## src/rtl/core/tcc_pkg.sv

```systemverilog
// Shared constants and types for the tilt-compensated compass pipeline.
`default_nettype none
package tcc_pkg;

	// Field widths of the sensor and configuration channels.
	localparam int ACC_W      = 16;
	localparam int RAWM_W     = 20;
	localparam int GAIN_W     = 16;
	localparam int CFG_IDX_W  = 3;
	localparam int CFG_DATA_W = 20;

	// Corrected magnetometer axis, signed.
	localparam int MAG_W = 26;

	// CORDIC angle accumulator (centidegrees * 2^16) and rounded angle widths.
	localparam int ZW     = 33;
	localparam int ANG_OW = 17;
	localparam int CS_MAX = 24;

	// Sine and cosine width, Q30.
	localparam int TRIG_W = 32;

	localparam logic signed [ZW-1:0] Q90 = 33'sd589824000;
	localparam logic signed [TRIG_W-1:0] KINV_Q30 = 32'sd652032874;

	// Arctangent of 2^-i in accumulator units.
	localparam logic signed [31:0] ATAN_TAB [CS_MAX] = '{
		32'sd294912000, 32'sd174096719, 32'sd91987925, 32'sd46694507,
		32'sd23437865, 32'sd11730358, 32'sd5866610, 32'sd2933484,
		32'sd1466764, 32'sd733385, 32'sd366693, 32'sd183346,
		32'sd91673, 32'sd45837, 32'sd22918, 32'sd11459,
		32'sd5730, 32'sd2865, 32'sd1432, 32'sd716,
		32'sd358, 32'sd179, 32'sd90, 32'sd45
	};

	// Configuration register indexes.
	typedef enum logic [CFG_IDX_W-1:0] {
		CFG_OFF_X  = 3'd0,
		CFG_OFF_Y  = 3'd1,
		CFG_OFF_Z  = 3'd2,
		CFG_GAIN_X = 3'd3,
		CFG_GAIN_Y = 3'd4,
		CFG_GAIN_Z = 3'd5
	} cfg_idx_t;

endpackage
`default_nettype wire

```

## src/rtl/core/tcc_vec.sv

```systemverilog
// Pipelined vectoring CORDIC: atan2(y, x) rounded to centidegrees, with sideband.
`default_nettype none
module tcc_vec import tcc_pkg::*; #(
	parameter int W   = 26,
	parameter int NST = 16,
	parameter int SW  = 1
) (
	input  logic                     clk,
	input  logic                     arst_n,
	input  logic                     ce,
	input  logic                     valid_i,
	input  logic signed [W-1:0]      x_i,
	input  logic signed [W-1:0]      y_i,
	input  logic [SW-1:0]            side_i,
	output logic                     valid_o,
	output logic signed [ANG_OW-1:0] ang_o,
	output logic [SW-1:0]            side_o
);
	localparam int XW = W + 2;

	logic signed [XW-1:0] x_s  [NST+1];
	logic signed [XW-1:0] y_s  [NST+1];
	logic signed [ZW-1:0] z_s  [NST+1];
	logic                 zr_s [NST+1];
	logic                 vl_s [NST+1];
	logic [SW-1:0]        sd_s [NST+1];

	logic signed [XW-1:0]     xe, ye, x0, y0;
	logic signed [ZW-1:0]     z0, zrnd;
	logic signed [ANG_OW-1:0] ang_q;
	logic                     vo_q;
	logic [SW-1:0]            so_q;

	// Fold the left half plane into the right by a quarter turn.
	always_comb begin
		xe = XW'(x_i);
		ye = XW'(y_i);
		x0 = xe;
		y0 = ye;
		z0 = '0;
		if (xe[XW-1]) begin
			if (!ye[XW-1]) begin
				x0 = ye;
				y0 = -xe;
				z0 = Q90;
			end else begin
				x0 = -ye;
				y0 = xe;
				z0 = -Q90;
			end
		end
	end

	// Micro-rotations, one per stage, driving y toward zero.
	always_ff @(posedge clk) begin
		if (ce) begin
			x_s[0]  <= x0;
			y_s[0]  <= y0;
			z_s[0]  <= z0;
			zr_s[0] <= (x_i == '0) && (y_i == '0);
			sd_s[0] <= side_i;
			for (int i = 0; i < NST; i++) begin
				if (!y_s[i][XW-1]) begin
					x_s[i+1] <= x_s[i] + (y_s[i] >>> i);
					y_s[i+1] <= y_s[i] - (x_s[i] >>> i);
					z_s[i+1] <= z_s[i] + ZW'(ATAN_TAB[i]);
				end else begin
					x_s[i+1] <= x_s[i] - (y_s[i] >>> i);
					y_s[i+1] <= y_s[i] + (x_s[i] >>> i);
					z_s[i+1] <= z_s[i] - ZW'(ATAN_TAB[i]);
				end
				zr_s[i+1] <= zr_s[i];
				sd_s[i+1] <= sd_s[i];
			end
		end
	end

	// Round the accumulator half up; a zero vector gives a zero angle.
	assign zrnd = z_s[NST] + ZW'(32768);

	always_ff @(posedge clk) begin
		if (ce) begin
			ang_q <= zr_s[NST] ? '0 : ANG_OW'(zrnd >>> 16);
			so_q  <= sd_s[NST];
		end
	end

	always_ff @(posedge clk or negedge arst_n) begin
		if (!arst_n) begin
			vl_s <= '{default: 1'b0};
			vo_q <= 1'b0;
		end else if (ce) begin
			vl_s[0] <= valid_i;
			for (int i = 0; i < NST; i++) begin
				vl_s[i+1] <= vl_s[i];
			end
			vo_q <= vl_s[NST];
		end
	end

	assign valid_o = vo_q;
	assign ang_o   = ang_q;
	assign side_o  = so_q;
endmodule
`default_nettype wire

```

## config.mk

```make
export PLATFORM = sky130hd
export DESIGN_NAME = tcc_vec
export DESIGN_NICKNAME = d
export VERILOG_FILES = /design/src/rtl/core/tcc_pkg.sv /design/src/rtl/core/tcc_vec.sv
export SDC_FILE = /design/constraint.sdc
export NUM_CORES = 2
export LEC_CHECK = 0
export BUFFER_PORTS_ARGS = -buffer_cell sky130_fd_sc_hd__buf_2
export CAP_MARGIN = 20
export CORE_MARGIN = 1
export CORE_UTILIZATION = 59
export CTS_CLUSTER_DIAMETER = 100
export CTS_CLUSTER_SIZE = 40
export DETAILED_ROUTE_END_ITERATION = 7
export HOLD_SLACK_MARGIN = 0.03
export PLACE_DENSITY_LB_ADDON = 0.12
export SLEW_MARGIN = 20
export SYNTH_ARGS = -nofsm -noshare
export SYNTH_HDL_FRONTEND = slang
export SYNTH_SLANG_ARGS = --single-unit
```

## constraint.sdc

```tcl
create_clock -name clk -period 5.05 [get_ports clk]
set_clock_uncertainty 0.05 [all_clocks]
set_input_delay 1.01 -clock clk [delete_from_list [all_inputs] [get_ports clk]]
set_output_delay 1.01 -clock clk [all_outputs]
set_load 0.005 [all_outputs]
```

==> results.cfg <==
[drt]
route.vias.total = 89914
ant_nets = 0
detail_route.first_pass.iterations = 8
detail_route.drc_violations = 0
viasPerCell = 6.037
drt-initial-drc-count = 6254
detail_route.wirelength_um = 282900
route.detailed.wl_per_inst_um = 18.99

[clock_tree]
maximum_count_of_clock_buffers_along_a_single_path = 3
ctsRootBufferMaster = clkbuf_16
cts_inserted_buffers = 68
tritoncts = yes
ctsHtreeMaxLevel = 3
cts.sinks = 1363
path_clk_slew_ns = 0.13
clk-insertion-delay-late_ns = 0.76

[synth]
synthTopCellsByArea = edfxtp_1 36%, ha_1 15%, xnor2_1 8.0%, a21oi_1 4.9%, xor2_1 4.4%
netlist_top_cells_count = 1345 x edfxtp_1, 1331 x ha_1, 1116 x a21oi_1, 1037 x xnor2_1, 915 x nor2_1
syn_avg_cell_area_um2 = 9.678
netlist_instances = 11680
synth_enable_flop_cells = 1345
asyncSetResetFlopFracSynth_pct = 1.321
synth_sequential_area_ratio_pct = 36.13
synth-seq-cells = 1363
synth_area_um2 = 113000
ys.warnings.count = 0
netlist.area_leader.share_pct = 35.73
synth.largest_area_cell = edfxtp_1
synth-main-ff-cell = edfxtp_1
ys_types = 110
yosys.cell_count.top_type = edfxtp_1

[global_routing]
first_global_vias = 85926
maximum_number_of_pins_on_one_net_before_global_route_repair = 192
grt_usage_pct = 28.44
antenna_violations_before_repair = 1
grt_first_pass_wirelength_um = 449700
globalRouteOverflowTotal = 0

[critical_path]
worstSetupEndpointType = flop
crit_required_ns = 5.49
cp.arrival_ns = 5.33
crit_path_max_fanout = 5
setup_crit_start_kind = flop
worstSetupPathType = flop to flop

[finish]
n_fill_cell = 15514
areaGrowthSynthToFinish_pct = 9.542
stdcell_count = 14895
layout-drive-gt1-share_pct = 8.964
nets = 13758

[timing]
worst_slew_margin_rel_pct = 30.28
worst_case_setup_margin_in_the_final_layout_ns = 0.1544
highest_attainable_clock_frequency_mhz = 204.3
hold-worst-slack_ns = 0.1123
setup_viol = 0
final_worst_path_cycle_share_pct = 96.94
unrepaired_setup_endpoints_after_global_routing = false
worst_slew_pin_slew_ns = 1.046
final_max_slew_viol_count = 0
final_hold_viol_count = 0
period_needed_ns = 4.896

[status]
status = finished clean

[placed_design]
port_buffers = 75
placement.setup.worst_slack_ns = -0.1488
numPlacedInstances = 14771
post-dp-hpwl_um = 225800
place_congestion = 0.9672

[flow_run]
cap_viol_max_count = 0

[die]
start_util_pct = 59.43
pin_count = 76
placeableCoreArea_um2 = 190200
die_area_um2 = 193300
chipHeight_um = 439.7
floorplan.die.width_um = 439.7
row_cnt = 160

[hold_path]
hp-class = primary input to async pin
==> through the flow <==
stage               setup TNS [ns]  cell area, µm²  util (%)
global route                     0          123800     65.10
CTS                              0          123800     65.09
finish                           0          123800     65.11
global placement          -0.01005          121200     63.74
floorplan                  -0.3507          113100         -
detailed placement         -0.5831          121200     63.74
==> metal layers <==
layer / vias up / GRT usage [%] / routed length [µm]
li1: 44473 / - / -
met1: 42912 / 38.53 / 127400
met2: 2192 / 48.39 / 135000
met3: 337 / 2.844 / 12780
met4: 0 / 7.616 / 7740
met5: - / 0 / 0
==> critical path, stage by stage, from the launching register on <==
cell      delay [ns]
edfxtp_1        0.53
or3_1           0.43
or3_4           0.42
or3b_4          0.42
or4b_4          0.52
or2_4           0.27
o41ai_4         0.22
xnor2_1         0.19
ha_1            0.31
nand4_1         0.18
nor2_1          0.06
nor2_1          0.09
nand2_1         0.07
nor3_1          0.20
o31ai_1         0.17
a31o_2          0.26
a21oi_1         0.17
xnor2_1         0.07
==> final cells by class <==
class | count | area [µm²] | share of cell area, %
well taps | 2511 | 3142 | 2.537
repair buffers | 810 | 6048 | 4.885
multi-input cells | 9577 | 69290 | 55.96
flip-flops and latches | 1363 | 40840 | 32.98
inverters | 511 | 1918 | 1.549
diodes | 1 | 2.502 | 0.002021
clock inverters | 52 | 835.8 | 0.6750
clock buffers | 70 | 1740 | 1.406
==> cell usage in the layout, fill, tap and decap left out, types with 79 or more instances in the layout <==
master    count
nor2_1      915
edfxtp_1   1345
nor3_1      245
a21o_1      522
buf_4       725
nand4_1      83
and3_1       86
nor2b_1     189
inv_1       505
a21oi_1    1116
o21bai_1    145
or3_1        87
xor2_1      563
nand2b_1    208
o21ai_0     647
xnor2_1    1037
a31oi_1     107
nand3_1     209
a211oi_1     79
nand2_1     703
o31ai_1     144
o21a_1      173
ha_1       1331
==> sequential cells by signal (all words and copies together) (netlist names) <==
register / count
z_s: 467
sd_s: 17
valid_o: 1
side_o: 1
y_s: 420
x_s: 406
vl_s: 17
ang_o: 17
zr_s: 17
==> worst paths after layout <==
kind                             start          end  slack [ns]  cells past startpoint
max reg2reg                  x_s[6][9]   y_s[7][26]        0.15                     17
min                             arst_n     vl_s[16]        0.11                      1
max                          x_s[6][9]   y_s[7][26]        0.15                     17
max in group asynchronous       arst_n      vl_s[3]        4.54                      1
min reg2reg                zr_s[0][10]  zr_s[0][11]        0.38                      0
min in group clk           zr_s[0][10]  zr_s[0][11]        0.38                      0
==> repair_timing <==
action	CTS	global route
setup endpoints to repair	0	8
hold buffers	0	0
buffers inserted	0	1
resized for setup	0	6
==> kinds of logic after synthesis <==
logic type,Yosys count,share of synthesized area [%]
compound gates,3469,19.63
flops,1363,36.13
mux,71,0.6730
other cells,1,0.003318
xor+xnor,1600,12.40
buf+inv,741,2.596
simple gates,3065,13.14
fa+ha+maj,1370,15.42
Power is not shown: default switching activity piles up to over one toggle a cycle in this logic, so the estimate is an artifact.
