==> src/rtl/core/tcc_pkg.sv <==
// Shared constants and types for the tilt-compensated compass pipeline.
`default_nettype none
package tcc_pkg;

	// Field widths of the sensor and configuration channels.
	localparam int ACC_W      = 16;
	localparam int RAWM_W     = 20;
	localparam int GAIN_W     = 16;
	localparam int CFG_IDX_W  = 3;
	localparam int CFG_DATA_W = 20;

	// Corrected magnetometer axis, signed.
	localparam int MAG_W = 26;

	// CORDIC angle accumulator (centidegrees * 2^16) and rounded angle widths.
	localparam int ZW     = 33;
	localparam int ANG_OW = 17;
	localparam int CS_MAX = 24;

	// Sine and cosine width, Q30.
	localparam int TRIG_W = 32;

	localparam logic signed [ZW-1:0] Q90 = 33'sd589824000;
	localparam logic signed [TRIG_W-1:0] KINV_Q30 = 32'sd652032874;

	// Arctangent of 2^-i in accumulator units.
	localparam logic signed [31:0] ATAN_TAB [CS_MAX] = '{
		32'sd294912000, 32'sd174096719, 32'sd91987925, 32'sd46694507,
		32'sd23437865, 32'sd11730358, 32'sd5866610, 32'sd2933484,
		32'sd1466764, 32'sd733385, 32'sd366693, 32'sd183346,
		32'sd91673, 32'sd45837, 32'sd22918, 32'sd11459,
		32'sd5730, 32'sd2865, 32'sd1432, 32'sd716,
		32'sd358, 32'sd179, 32'sd90, 32'sd45
	};

	// Configuration register indexes.
	typedef enum logic [CFG_IDX_W-1:0] {
		CFG_OFF_X  = 3'd0,
		CFG_OFF_Y  = 3'd1,
		CFG_OFF_Z  = 3'd2,
		CFG_GAIN_X = 3'd3,
		CFG_GAIN_Y = 3'd4,
		CFG_GAIN_Z = 3'd5
	} cfg_idx_t;

endpackage
`default_nettype wire

==> src/rtl/core/tcc_sqrt.sv <==
// Pipelined integer square root, one result bit per stage, with sideband.
`default_nettype none
module tcc_sqrt import tcc_pkg::*; #(
	parameter int IW = 48,
	parameter int SW = 1
) (
	input  logic             clk,
	input  logic             arst_n,
	input  logic             ce,
	input  logic             valid_i,
	input  logic [IW-1:0]    rad_i,
	input  logic [SW-1:0]    side_i,
	output logic             valid_o,
	output logic [IW/2-1:0]  root_o,
	output logic [IW/2:0]    rem_o,
	output logic [SW-1:0]    side_o
);
	localparam int H = IW / 2;

	logic [IW-1:0] v_s  [H+1];
	logic [IW-1:0] r_s  [H+1];
	logic          vl_s [H+1];
	logic [SW-1:0] sd_s [H+1];
	logic [IW:0]   t_c  [H];

	// Trial value for each stage: current root plus the stage's bit.
	always_comb begin
		for (int i = 0; i < H; i++) begin
			t_c[i] = {1'b0, r_s[i]} + ((IW+1)'(1) << (IW - 2 - 2*i));
		end
	end

	// Remainder and root advance one bit per stage.
	always_ff @(posedge clk) begin
		if (ce) begin
			v_s[0]  <= rad_i;
			r_s[0]  <= '0;
			sd_s[0] <= side_i;
			for (int i = 0; i < H; i++) begin
				if ({1'b0, v_s[i]} >= t_c[i]) begin
					v_s[i+1] <= v_s[i] - t_c[i][IW-1:0];
					r_s[i+1] <= (r_s[i] >> 1) + (IW'(1) << (IW - 2 - 2*i));
				end else begin
					v_s[i+1] <= v_s[i];
					r_s[i+1] <= r_s[i] >> 1;
				end
				sd_s[i+1] <= sd_s[i];
			end
		end
	end

	// Valid bits travel with the data.
	always_ff @(posedge clk or negedge arst_n) begin
		if (!arst_n) begin
			vl_s <= '{default: 1'b0};
		end else if (ce) begin
			vl_s[0] <= valid_i;
			for (int i = 0; i < H; i++) begin
				vl_s[i+1] <= vl_s[i];
			end
		end
	end

	assign valid_o = vl_s[H];
	assign root_o  = r_s[H][H-1:0];
	assign rem_o   = v_s[H][H:0];
	assign side_o  = sd_s[H];
endmodule
`default_nettype wire

==> config.mk <==
export PLATFORM = sky130hd
export DESIGN_NAME = tcc_sqrt
export DESIGN_NICKNAME = d
export VERILOG_FILES = /design/src/rtl/core/tcc_pkg.sv /design/src/rtl/core/tcc_sqrt.sv
export SDC_FILE = /design/constraint.sdc
export NUM_CORES = 2
export LEC_CHECK = 0
export BUFFER_PORTS_ARGS = -buffer_cell sky130_fd_sc_hd__buf_2
export CAP_MARGIN = 20
export CELL_PAD_IN_SITES_DETAIL_PLACEMENT = 1
export CELL_PAD_IN_SITES_GLOBAL_PLACEMENT = 1
export CORE_ASPECT_RATIO = 1.25
export CORE_MARGIN = 2
export CORE_UTILIZATION = 57
export CTS_CLUSTER_SIZE = 40
export DETAILED_ROUTE_END_ITERATION = 12
export GPL_TIMING_DRIVEN = 0
export PLACE_DENSITY = 0.85
export SYNTH_ARGS = -nofsm -noshare
export SYNTH_HDL_FRONTEND = slang
export SYNTH_SLANG_ARGS = --single-unit
==> constraint.sdc <==
create_clock -name clk -period 6 [get_ports clk]
set_input_delay 0.3 -clock clk [delete_from_list [all_inputs] [get_ports clk]]
set_output_delay 0.3 -clock clk [all_outputs]
set_load 0.01 [all_outputs]
==> summary.md <==
| Metric | Value |
|---|---|
| Outcome | `completed` |
| Die W | `322 um` |
| Seq cells post-synth | `~1500` |
| Nets | `around 6400` |
| Overall routing resource usage | `a little under two fifths` |
| Crit path arrival time | `~5.6 ns` |
| Setup crit start kind | `flip-flop` |
| TritonCTS clock tree | `yes` |
| Clk_skew | `between 0.07 and 0.08 ns` |
| RSZ-0062 raised after global routing | `false` |
| Critical Path End Type | `flip-flop` |
| Final min period | `around 5 ns` |
| Final Hold Vio Count | `0` |
| CTS sink count | `~1500` |
| Vias/cell | `6.55` |
| Post-Place Cells | `~7400` |
| H-tree Lvls | `4` |
| GPL Wtd Cong | `about 1.0` |
| Slew margin rel. | `23.8%` |
| First-pass GRT wire length | `around 350000 um` |
| Syn Inst Count | `5665` |
| Fill cell total of the finished layout | `approximately 12000` |
| Avg WL per Cell | `roughly 31 um` |
| Yosys warns | `0` |
| Type of the worst setup path | `reg2reg` |
| Mean Syn Cell Area | `12.7 um2` |
| DRC viols | `0` |
| Util after Layout | `64.5%` |
| Max Buffers Root-to-Sink | `3` |
| DP HPWL | `roughly 150000 um` |
| Peak supply drop | `roughly 260 uV` |
| Count of cell types in the netlist | `85` |
| Crit Path Max Fanout | `9` |
| Slowest stage delay, CP | `0.95 ns` |
| Pins Over Slew Limit | `0` |
| Clock slew seen by the registers of the worst setup and hold paths | `0.08 ns` |
| Share of cells above drive strength 1 | `slightly above 9%` |
| Initial antenna violation count | `6` |
| Number of synthesized flops with an enable pin | `1502` |
| DRT iter0 DRCs | `~4600` |
| Final setup violation count | `0` |
| Setup Fix Bufs, Post-CTS | `0` |
| Worst Tran Pin Value | `approximately 1.1 ns` |
| CTS resizes | `0` |
| Routed WL | `between 200000 and 250000 um` |
| Max Cap Viol | `0` |
| Ys async rst share | `under 10%` |
| Pwr dens | `373 nW/um2` |
| Vias in the first global route | `55300` |
| Leakage | `30.6 nW` |
| Seq/Total Area, Yosys | `63.4%` |
| Boundary Pins | `roughly 100` |
| Count of input and output buffers | `103` |
| Cts hold-fix bufs | `54` |
| Die span in y | `between 400 and 500 um` |
| Die footprint | `about 130000 um2` |
| Mapped Area | `about 70000 um2` |
| TritonCTS Buffers | `~150` |
| Tcrit/Tclk final | `83.2%` |
| Largest net degree at the start of global routing | `72` |
| Hold Path Class | `in2reg` |
| CP required | `~6.6 ns` |
| Crit-path slowest cell | `nor4_2` |
| Vias | `just over 50000` |
| Power Total | `about 30 mW` |
| Drt pass-1 iters | `6` |
| Synthesized net count | `6042` |
| Antenna Violating Nets Remaining | `0` |
| Commonest non-fill, non-tap cells in the layout | `1502 x edfxtp_1, 429 x nand2_1, 402 x inv_1, 326 x nor2_1, 324 x ha_1` |
| Critical path's top delay family | `simple AND/OR/NAND/NOR gates` |
| Starting Density | `a little under three fifths` |
| Worst path cell trace | `ha_1 > nand3_1 > nand4b_1 > nor2_1 > nor4b_2 > a311oi_1 > and3_1 > clkbuf_1 > nor4_2 > nor3b_1 > xor2_1` |
| Fmax | `between 0.2 and 0.25 GHz` |
| Area grow syn2layout | `12.0%` |
| WP buf/inv | `1` |
| Core Area | `125000 um2` |
| Most common cell after layout, fill and taps aside | `edfxtp_1` |
| Grt total ovfl | `0` |
| # rows | `145` |
| Top_reg_cell synth | `edfxtp_1` |
| CTS root buf | `clkbuf_16` |
| Clock Latency Late Sink | `between 0.8 and 0.9 ns` |
| Fin cells | `~7800` |
## state kept, by name, summed over array words and instances (netlist names)
signal	count
valid_o	1
vl_s	24
sd_s	25
v_s	1177
r_s	300
## final cells by class
type | count | area, um2 | share of cell area (%)
sequential | 1527 | 45700 | 56.6
multi-input combinational | 3562 | 24000 | 29.7
clock buffer | 179 | 3950 | 4.89
tap | 1617 | 2020 | 2.51
timing repair buffer | 191 | 1580 | 1.95
inverter | 404 | 1520 | 1.88
clock inverter | 100 | 1030 | 1.27
buffer | 172 | 910 | 1.13
antenna | 5 | 12.5 | 0.0155
## where the power goes
part	switching, mW	leakage [nW]	internal (mW)	total (mW)
clock	4.76	2.37	5.23	9.99
combinational	3.49	13.5	2.21	5.70
sequential	1.09	14.7	13.4	14.5
total	9.34	30.6	20.8	30.2
## through the flow
step / setup WS [ns] / TNS, ns / hold slack, ns / area (um2)
final: 1.01 / 0 / 0.175 / 80700
after global routing: 0.818 / 0 / 0.164 / 80700
after detailed placement: 0.997 / 0 / 0.318 / 75100
after floorplan: 2.53 / 0 / 0.00441 / 72100
after global placement: -2.34 / -2331.28 / 0.296 / 74600
after CTS: 0.845 / 0 / 0.130 / 80700
## Yosys cell counts, types with 10 or more instances
| cell type | number | area (um2) |
|---|---|---|
| and3_1 | 32 | 200 |
| or3_1 | 54 | 338 |
| mux2i_1 | 15 | 150 |
| nor2_1 | 326 | 1220 |
| ha_1 | 324 | 4050 |
| buf_4 | 51 | 383 |
| xnor2_1 | 246 | 2150 |
| nor2b_1 | 45 | 282 |
| nand4b_1 | 17 | 149 |
| o21ai_0 | 322 | 1610 |
| dfrtp_1 | 25 | 626 |
| nand2b_1 | 63 | 394 |
| xor2_1 | 252 | 2210 |
| inv_1 | 402 | 1510 |
| and2_1 | 17 | 106 |
| a31oi_1 | 25 | 156 |
| edfxtp_1 | 1502 | 45100 |
| or4_1 | 37 | 278 |
| nor4_1 | 191 | 1190 |
| mux2_2 | 63 | 709 |
| a21boi_0 | 12 | 90.1 |
| o211ai_1 | 25 | 188 |
| o21bai_1 | 25 | 188 |
| nor3_1 | 147 | 736 |
| a211o_1 | 13 | 114 |
| a211oi_1 | 24 | 180 |
| o21a_1 | 55 | 413 |
| nand4_1 | 81 | 507 |
| nor4b_1 | 21 | 184 |
| nand3b_1 | 27 | 203 |
| or2_2 | 32 | 200 |
| and4_1 | 10 | 87.6 |
| a21o_1 | 109 | 818 |
| nand2_1 | 429 | 1610 |
| nand3_1 | 102 | 510 |
| a21oi_1 | 261 | 1310 |
| o31ai_1 | 20 | 150 |
| clkbuf_1 | 107 | 402 |
| a2111oi_0 | 11 | 96.3 |
## path summary, 6_finish.rpt
kind	startpoint	end	slack [ns]	cells past startpoint
min in group asynchronous	arst_n	vl_s[5]	0.36	3
worst min-delay path	rad_i[34]	v_s[0][34]	0.18	2
worst max-delay path	v_s[1][219]	v_s[1][276]	1.01	11
max in group asynchronous	arst_n	vl_s[10]	4.62	5
worst min register to register	r_s[0][652]	r_s[0][699]	0.41	0
worst max register to register	v_s[1][219]	v_s[1][276]	1.01	11
## worst reg2reg max path: cells and delay by family, from the launching register on
kind            cells  cell delay [ns]
compound gates      1             0.20
flops               1             0.40
buf+inv             1             0.41
xor+xnor            1             0.11
simple gates        7             3.21
fa+ha+maj           1             0.44
## per-layer routing
layer  vias up  share of wire (%)  track usage [%]
met1     25100                 30             33.5
met4         6                 12             35.7
li1      21700                  -                -
met3      1243                6.7             7.71
met2      2763                 52             65.9
met5         -              0.016           0.0377
## logic make-up (layout without fill, tap and decap cells)
group	Yosys count	after routing	synth area share, %
AO/OA/AOI/OAI	988	988	8.43
XOR/XNOR	498	498	6.05
adder cells (fa/ha/maj)	324	324	5.62
buffers and inverters	576	1046	3.30
flip-flops	1527	1527	63.4
multiplexers	79	79	1.21
other	0	5	0
AND/OR/NAND/NOR	1673	1673	11.9
No activity file was read; power rests on OpenSTA's default activity.
